===== src/rtl/core/nfa_sa_pkg.sv =====
// Shared types and codes for the NFA string acceptor.
// No dependencies.
package nfa_sa_pkg;

    localparam int CMD_W     = 2;
    localparam int CFG_IDX_W = 2;
    localparam int CFG_DAT_W = 16;
    localparam int FIELD_W   = 4;
    localparam int SYM_IN_W  = 8;
    localparam int ACC_MASK_W = 16;

    localparam logic [CMD_W-1:0] CMD_ADD   = 2'd0;
    localparam logic [CMD_W-1:0] CMD_FEED  = 2'd1;
    localparam logic [CMD_W-1:0] CMD_EMPTY = 2'd2;

    localparam logic [CFG_IDX_W-1:0] REG_START_STATE = 2'd0;
    localparam logic [CFG_IDX_W-1:0] REG_ACCEPT_MASK = 2'd1;

    // Control of the shared merge unit.
    typedef struct packed {
        logic load;
        logic accum;
        logic gate;
    } nfa_merge_ctl_t;

endpackage


===== src/rtl/core/nfa_sa_merge.sv =====
// Shared merge unit: accumulates successor masks by OR into one register.
// Depends on nfa_sa_pkg.
module nfa_sa_merge #(
    parameter int WIDTH = 16
) (
    input  logic                       clk,
    input  nfa_sa_pkg::nfa_merge_ctl_t ctl,
    input  logic [WIDTH-1:0]           load_val,
    input  logic [WIDTH-1:0]           word,
    output logic [WIDTH-1:0]           acc,
    output logic [WIDTH-1:0]           merged
);

    import nfa_sa_pkg::*;

    logic [WIDTH-1:0] acc_reg;
    logic [WIDTH-1:0] acc_next;

    assign merged = acc_reg | (ctl.gate ? word : '0);
    assign acc    = acc_reg;

    always_comb
    begin
        acc_next = acc_reg;
        if (ctl.load)
        begin
            acc_next = load_val;
        end
        else if (ctl.accum)
        begin
            acc_next = merged;
        end
    end

    always_ff @(posedge clk)
    begin
        acc_reg <= acc_next;
    end

endmodule


===== config.mk =====
export PLATFORM = sky130hd
export DESIGN_NAME = nfa_sa_merge
export DESIGN_NICKNAME = d
export VERILOG_FILES = /design/src/rtl/core/nfa_sa_pkg.sv /design/src/rtl/core/nfa_sa_merge.sv
export SDC_FILE = /design/constraint.sdc
export NUM_CORES = 1
export LEC_CHECK = 0
export ABC_AREA = 0
export BUFFER_PORTS_ARGS = -buffer_cell sky130_fd_sc_hd__buf_2
export CAP_MARGIN = 20
export CORE_AREA = 2 2 62 46
export CTS_BUF_LIST = sky130_fd_sc_hd__clkbuf_2 sky130_fd_sc_hd__clkbuf_4 sky130_fd_sc_hd__clkbuf_8
export DETAILED_ROUTE_END_ITERATION = 8
export DIE_AREA = 0 0 64 48
export PLACE_DENSITY_LB_ADDON = 0.3
export SLEW_MARGIN = 20
export SYNTH_ARGS = -nofsm -noshare
export SYNTH_HDL_FRONTEND = slang
export SYNTH_SLANG_ARGS = --single-unit

===== constraint.sdc =====
create_clock -name clk -period 1.5 [get_ports clk]
set_input_delay 0.375 -clock clk [delete_from_list [all_inputs] [get_ports clk]]
set_output_delay 0.375 -clock clk [all_outputs]
set_load 0.005 [all_outputs]

# [Yosys cells after proc, flatten, opt, wreduce, memory -nomap -nowiden]
# Index checks and enable logic that the tools add are counted.
[word_totals] output_inout_bits=32 register_bits=16 inputBits=36
[op_classes] n_reduce_logical=1 mux=3 bitwise_logic=1
[op_table] cell="16-bit two-way mux" count=3
[op_table] cell="16-bit bitwise OR" count=1
[op_table] cell="2-bit nonzero test" count=1

# [Depth between registers and ports, before layout]
# Gate-level depths: netlist (run 1).
[logic_depth] ltp_word=4 ltp_mapped=4

# [Worst setup path after synthesis (run 1)]
# Ideal clock, no wire load.
[synth_timing] path_kind="in2reg" startpoint="in ctl[2] in the netlist's numbering" endpoint="reg acc_reg[0] (netlist: acc[0]), enable pin" cell_stages=3 setup_slack_ps=-20 setup_ps=373 required_ps=1127 t_arrival_ps=1148 path_cell_list="buf_2 -> buf_4 -> or2_1"
[synth_via] elab_chain_cells=1
[synth_lines] item="start: declaration" line="nfa_sa_merge.sv:7" rtl="input nfa_sa_pkg::nfa_merge_ctl_t ctl,"
[synth_lines] item="2-bit nonzero test (no source line)"
[synth_lines] item="end signal: assignment" line="nfa_sa_merge.sv:37" rtl="acc_reg <= acc_next;"
[synth_lines] item="end: declaration" line="nfa_sa_merge.sv:16" rtl="logic [WIDTH-1:0] acc_reg;"
# Every way passes these cells.
# A chain may end at the register's enable or synchronous reset.

# [Final worst setup path (run 1)]
[layout_timing] startpoint="reg acc_reg[10] (netlist: acc[10])" endpoint="out merged[10]"
[layout_via] elab_chain_cells=1
[layout_lines] item="16-bit bitwise OR" line="nfa_sa_merge.sv:19" rtl="assign merged = acc_reg | (ctl.gate ? word : '0);"
[layout_lines] item="end: declaration" line="nfa_sa_merge.sv:11" rtl="output logic [WIDTH-1:0] merged"
# Every way passes these cells.

==> results of run 1 <==
kinds of logic (layout without fill, tap and decap cells):
kind of cell,count (synthesis),after routing,synth area share (%)
simple gates,1,1,0.758
buf+inv,4,70,4.70
flops,16,16,58.2
mux,16,16,21.8
compound gates,16,16,14.5
how the worst min path moves through the flow:
stage	start	end	slack [ns]	depth (start not counted)
2_1_floorplan	load_val[13]	acc[13]	0.58	1
5_1_grt	load_val[8]	acc[8]	0.37	2
3_5_place_dp	acc[11]	acc[11]	0.66	2
3_3_place_gp	acc[13]	acc[13]	0.64	2
6_report	load_val[8]	acc[8]	0.39	2
4_1_cts	load_val[8]	acc[8]	0.38	2
metrics by stage:
step / setup slack (ns) / power, W / hold slack (ns) / utilization, %
floorplan: 0.197 / 0.000700 / 0.579 / -
global placement: 0.136 / 0.000826 / 0.640 / 48.2
detailed placement: 0.112 / 0.000831 / 0.661 / 48.2
CTS: 0.115 / 0.00105 / 0.379 / 49.1
global route: 0.0713 / 0.00110 / 0.369 / 49.1
finish: 0.136 / 0.00103 / 0.392 / 49.1
report_power, final:
group          switching (W)  leakage [nW]  internal, W
sequential         0.0000218         0.158     0.000548
clock               0.000121        0.0138    0.0000931
combinational       0.000100         0.399     0.000146
final cells by class:
| cell class | instances | area [sq um] | share of cell area, % |
|---|---|---|---|
| multi-input cells | 33 | 309 | 26.0 |
| repair buffers | 67 | 335 | 28.2 |
| clock buffers | 3 | 22.5 | 1.89 |
| well taps | 34 | 42.5 | 3.58 |
| flip-flops and latches | 16 | 480 | 40.4 |
cell usage in the layout, fill, tap and decap left out, drive strengths merged:
cell,instances
edfxtp,16
or2,1
buf,67
a21o,16
mux2,16
clkbuf,3
critical path: cells and delay by family (launching register included):
kind                   cells  cell delay (ns)
flip-flops                 1             0.41
buffers and inverters      1             0.12
AO/OA/AOI/OAI              1             0.18
metal layers:
metal  vias up  routed length [um]  global-route usage, %
met2        40                 939                   20.8
met3         2                 217                   6.35
met5         -                   0                      0
met4         0                  12                   3.91
li1        339                   -                      -
met1       308                 767                   14.3
==> impl_results.rst, run 1 <==
.. list-table::
   :header-rows: 1

   * - Metric
     - Value
   * - Area of the core region
     - between 2000 and 2500 sq um
   * - Total cell area at the placement stage
     - roughly 1200 sq um
   * - Drt first pass iters
     - 3
   * - Number of slew-limit violations in the final report
     - 0
   * - Total negative setup slack
     - 0 ns
   * - Placer's final routability congestion estimate
     - approximately 0.56
   * - Post-Synthesis Cell Area
     - 826 sq um
   * - Die ar.
     - slightly above 3000 sq um
   * - Worst supply voltage drop on vdd
     - 502 uV
   * - Number of cells traversed by the worst register-to-register path
     - 2
   * - Routed Antenna Nets
     - 0
   * - Clock transition time at the flip-flop clock pins of the worst setup and hold paths
     - ~0.080 ns
   * - Origin of the critical flop-to-flop path
     - acc[10]
   * - Aggregate routed wire length
     - around 1.9 mm
   * - Endpoint of the most critical setup path
     - merged[10]
   * - Synth area leader
     - edfxtp_1
   * - Syn_area_per_cell
     - roughly 16 sq um
   * - Sequential-to-total area share from yosys stat
     - 58.2%
   * - Number of flip-flops in the largest register
     - 16
   * - Starting utilization of the core area
     - about a third
   * - Number of clock sinks
     - 16
   * - Worst min-delay path class
     - input pin to flop
   * - Data arrival time of the critical path
     - 0.99 ns
   * - Largest cells by area after synthesis
     - edfxtp_1 (58%), mux2_2 (20%), a21o_1 (15%)
   * - Flop2flop setup slack
     - ~0.41 ns
   * - Worst setup path category
     - flop to output pin
   * - CP Capture Type
     - output pin
   * - Vias per std cell
     - 4.50
   * - Hold Violations, Final
     - 0
   * - Leakage dissipation
     - 0.571 nW
   * - Initial antenna violation count
     - 0
   * - Run status
     - finished, final reports clean
   * - Residual DRC
     - 0
   * - Highest Clock Rate
     - around 0.73 GHz
   * - Number of standard cells in the layout, taps in and fillers out
     - between 150 and 200
   * - Filler Cell Count
     - 239
   * - CP Launch Point
     - acc[10]
   * - Critical R2R Capture
     - acc[10]
   * - Grt total ovfl
     - 0
   * - Number of maximum-capacitance constraint violations
     - 0
   * - Worst-skew pair later-pin latency
     - 0.28 ns
   * - Clock buffers created by TritonCTS
     - 3
   * - Primary FF master, synth
     - edfxtp_1
   * - Post-synth ARST share
     - 0%
   * - CTS max path bufs
     - 2
   * - Half-perimeter wire length of the detailed placement result
     - roughly 1.5 mm
   * - Area of all placed cells without fillers
     - 1190 sq um
   * - Die Ht
     - between 40 and 50 um
   * - Total number of vias
     - around 700
   * - Top cell type's share of synthesized area
     - approximately three fifths
   * - Total of endpoints with negative setup slack in the final report
     - 0
   * - Crit Path Max Fanout
     - 2
   * - Syn-to-layout area delta
     - 44.1%
   * - Setup repair after global routing missed its margin
     - false
   * - Core Rows
     - 15
   * - Pin count of the biggest net entering global routing
     - 18
   * - All-Layer GR Usage
     - about an eighth
   * - Buffer type at the clock tree root
     - clkbuf_4
   * - Max H-tree Level
     - 1
   * - Crit path largest cell delay
     - approximately 0.41 ns
   * - Number of enable flip-flop cells after synthesis
     - 16
   * - Initial detailed-routing violation count
     - 9
   * - Worst path required time
     - about 1.1 ns
   * - Cell with the biggest individual delay on the critical path
     - edfxtp_1
   * - Layout cells sized above 1
     - between 70% and 80%
   * - Tcrit/Tclk final
     - 90.9%
   * - Post-CTS Setup Bufs
     - 0
   * - I/O Pins
     - about 70
   * - Slew margin rel.
     - between 70% and 80%
   * - Cell variety after synth
     - 9
   * - Average wire per cell in the routed design
     - 12.7 um
   * - Nets in the synthesized netlist
     - between 80 and 90
   * - Clk_skew
     - 0 ns
   * - Chip width
     - 64 um
   * - Cell count after synthesis
     - 53
   * - Wire length of the first global-routing pass
     - between 2 and 3 mm
   * - Total power per unit cell area
     - just under 900 nW/um^2
   * - Post-synthesis sequential element count
     - 16
   * - Critical Path Source Type
     - flop
   * - Count of input and output buffers
     - 67
   * - CTS hold repair buffers
     - 0
   * - Count of instances resized after the clock tree is built
     - 0
   * - Number of antenna repair diodes
     - 0
   * - Transition time of the tightest slew-check pin
     - between 0.3 and 0.4 ns
   * - Final period demand of the worst path
     - between 1 and 1.5 ns
   * - Critical path, cell by cell
     - a21o_1 -> buf_2
   * - Number of nets in the layout
     - about 160
   * - Warning count from the yosys run
     - 0
   * - Leading cell types by count after synthesis
     - a21o_1 (16), edfxtp_1 (16), mux2_2 (15)
   * - Via count of the first global-routing pass
     - just over 600
   * - CTS tree
     - done
   * - Placed cell count
     - 150
Power figures use the tool's default switching activity.
==> inputs of run 2 (changes only) <==
- CELL_PAD_IN_SITES_DETAIL_PLACEMENT: not set -> 0
- CELL_PAD_IN_SITES_GLOBAL_PLACEMENT: not set -> 1
- CORE_AREA: 2 2 62 46 -> 2 2 71 53
- DIE_AREA: 0 0 64 48 -> 0 0 73 55
==> impl_results.rst, run 2 (synthesis results as in run 1) <==
.. list-table::
   :header-rows: 1

   * - Metric
     - Value
   * - Run status
     - finished, final reports clean (unchanged)
   * - Total power per unit cell area
     - 925 nW/um^2 (was 866 nW/um^2)
   * - Worst supply voltage drop on vdd
     - 452 uV (was 502 uV)
   * - Total negative setup slack
     - 0 ns (unchanged)
   * - Total of endpoints with negative setup slack in the final report
     - 0 (unchanged)
   * - Starting utilization of the core area
     - 24.6% (was 34.1%)
   * - Post-CTS Setup Bufs
     - 0 (unchanged)
   * - Data arrival time of the critical path
     - 0.96 ns (was 0.99 ns)
   * - Hold Violations, Final
     - 0 (unchanged)
   * - Drt first pass iters
     - 4 (was 3)
   * - Placed cell count
     - 158 (was 150)
   * - Post-place setup slack
     - 0.145 ns (was 0.112 ns)
   * - Syn-to-layout area delta
     - 51.1% (was 44.1%)
   * - Final period demand of the worst path
     - 1.33 ns (was 1.36 ns)
   * - Clock buffers created by TritonCTS
     - 3 (unchanged)
   * - Worst min-delay path class
     - input pin to flop (unchanged)
   * - Core Rows
     - 18 (was 15)
   * - Via count of the first global-routing pass
     - 689 (was 612)
   * - Residual DRC
     - 0 (unchanged)
   * - Number of antenna repair diodes
     - 0 (unchanged)
   * - Number of slew-limit violations in the final report
     - 0 (unchanged)
   * - Vias per std cell
     - 4.36 (was 4.50)
   * - Hold-critical path endpoint
     - acc[13] (was acc[8])
   * - CTS max path bufs
     - 2 (unchanged)
   * - Buffer type at the clock tree root
     - clkbuf_8 (was clkbuf_4)
   * - Clock transition time at the flip-flop clock pins of the worst setup and hold paths
     - 0.06 ns (was 0.08 ns)
   * - Die ar.
     - 4020 sq um (was 3070 sq um)
   * - Transition time of the tightest slew-check pin
     - 0.317 ns (was 0.366 ns)
   * - Launch point of the worst hold path
     - load_val[13] (was load_val[8])
   * - Most frequent cells in the layout
     - buf_2 (67), a21o_1 (16), edfxtp_1 (16) (unchanged)
   * - CP Capture Type
     - output pin (unchanged)
   * - Sequential cell area
     - 480 sq um (unchanged)
   * - Initial detailed-routing violation count
     - 13 (was 9)
   * - Origin of the critical flop-to-flop path
     - acc[5] (was acc[10])
   * - Flop2flop setup slack
     - 0.43 ns (was 0.41 ns)
   * - Worst-skew pair later-pin latency
     - 0.25 ns (was 0.28 ns)
   * - Grt total ovfl
     - 0 (unchanged)
   * - All-Layer GR Usage
     - 10.3% (was 12.4%)
   * - Number of maximum-capacitance constraint violations
     - 0 (unchanged)
   * - Final-layout worst hold slack
     - 0.418 ns (was 0.392 ns)
   * - Layout cells sized above 1
     - 72.1% (was 72.3%)
   * - Number of cells traversed by the worst register-to-register path
     - 2 (unchanged)
   * - Worst setup path category
     - input pin to output pin (was flop to output pin)
   * - Die Ht
     - 55 um (was 48 um)
   * - Leakage dissipation
     - 0.594 nW (was 0.571 nW)
   * - Number of clock sinks
     - 16 (unchanged)
   * - Max H-tree Level
     - 1 (unchanged)
   * - Wire length of the first global-routing pass
     - 3.04 mm (was 2.73 mm)
   * - Total number of vias
     - 707 (was 689)
   * - Critical R2R Capture
     - acc[5] (was acc[10])
   * - Number of flip-flops in the largest register
     - 16 (unchanged)
   * - Critical Path Source Type
     - input pin (was flop)
   * - Number of standard cells in the layout, taps in and fillers out
     - 162 (was 153)
   * - Average wire per cell in the routed design
     - 12.6 um (was 12.7 um)
   * - Number of cells traversed by the worst hold path
     - 2 (unchanged)
   * - Pin count of the biggest net entering global routing
     - 17 (was 18)
   * - CP Launch Point
     - ctl[0] (was acc[10])
   * - Setup repair after global routing missed its margin
     - false (unchanged)
   * - Aggregate routed wire length
     - 2.04 mm (was 1.94 mm)
   * - Number of nets in the layout
     - 159 (was 157)
   * - Crit Path Max Fanout
     - 16 (was 2)
   * - I/O Pins
     - 68 (unchanged)
   * - Slew margin rel.
     - 78.9% (was 75.6%)
   * - Count of instances resized after the clock tree is built
     - 0 (unchanged)
   * - Post-route setup slack
     - 0.166 ns (was 0.136 ns)
   * - Initial antenna violation count
     - 0 (unchanged)
   * - Worst path required time
     - 1.12 ns (about the same)
   * - Count of input and output buffers
     - 67 (unchanged)
   * - Chip width
     - 73 um (was 64 um)
   * - Placer's final routability congestion estimate
     - 0.695 (was 0.559)
   * - Routed Antenna Nets
     - 0 (unchanged)
   * - Highest Clock Rate
     - 0.750 GHz (was 0.733 GHz)
   * - Area used by multi-input combinational logic
     - 309 sq um (unchanged)
   * - Most common library cell in the layout ignoring fill and taps
     - buf_2 (unchanged)
   * - Filler Cell Count
     - 334 (was 239)
   * - Tcrit/Tclk final
     - 88.9% (was 90.9%)
   * - CTS hold repair buffers
     - 0 (unchanged)
   * - Area of the core region
     - 3360 sq um (was 2420 sq um)
   * - Clk_skew
     - 0 ns (unchanged)
   * - CTS tree
     - done (unchanged)
==> run 2: cell types whose count changed in the layout (fill, tap and decap cells not counted), sizes merged <==
| cell | delta |
|---|---|
| buf | +2 |
| clkinv | +1 |
==> run 2: final cells by class <==
cell class	count	share of cell area (%)
flip-flops and latches	16	38.5
well taps	40	4.01
repair buffers	69	29.1
multi-input cells	33	24.8
clock buffers	3	3.31
clock inverters	1	0.301
==> run 2: worst max-delay path by stage <==
stage	end	cells past startpoint
global placement	acc[9]	3
global route	merged[10]	3
floorplan	acc[10]	3
detailed placement	acc[13]	3
CTS	merged[13]	3
finish	merged[10]	3
==> run 2: worst max-delay path: stages <==
cell and delay (ns):
buf_2 0.28, a21o_1 0.18, buf_2 0.12
==> run 2: report_power, final <==
part           switching [W]  internal (W)
sequential         0.0000210      0.000548
clock               0.000148      0.000181
combinational       0.000103      0.000153
==> run 2: metrics by stage <==
stage | utilization, % | cell area [sq um] | total power (W)
final | 37.2 | 1250 | 0.00115
after global routing | 37.2 | 1250 | 0.00123
after CTS | 37.2 | 1250 | 0.00117
after detailed placement | 35.8 | 1200 | 0.000841
after global placement | 35.8 | 1200 | 0.000838
after floorplan | - | 828 | 0.000700
==> run 2: layer usage <==
layer | routed length [um] | vias up | global-route usage [%]
li1 | - | 345 | -
met1 | 897 | 321 | 11.7
met2 | 934 | 39 | 17.9
met3 | 178 | 2 | 3.62
met4 | 27 | 0 | 4.63
met5 | 0 | - | 0
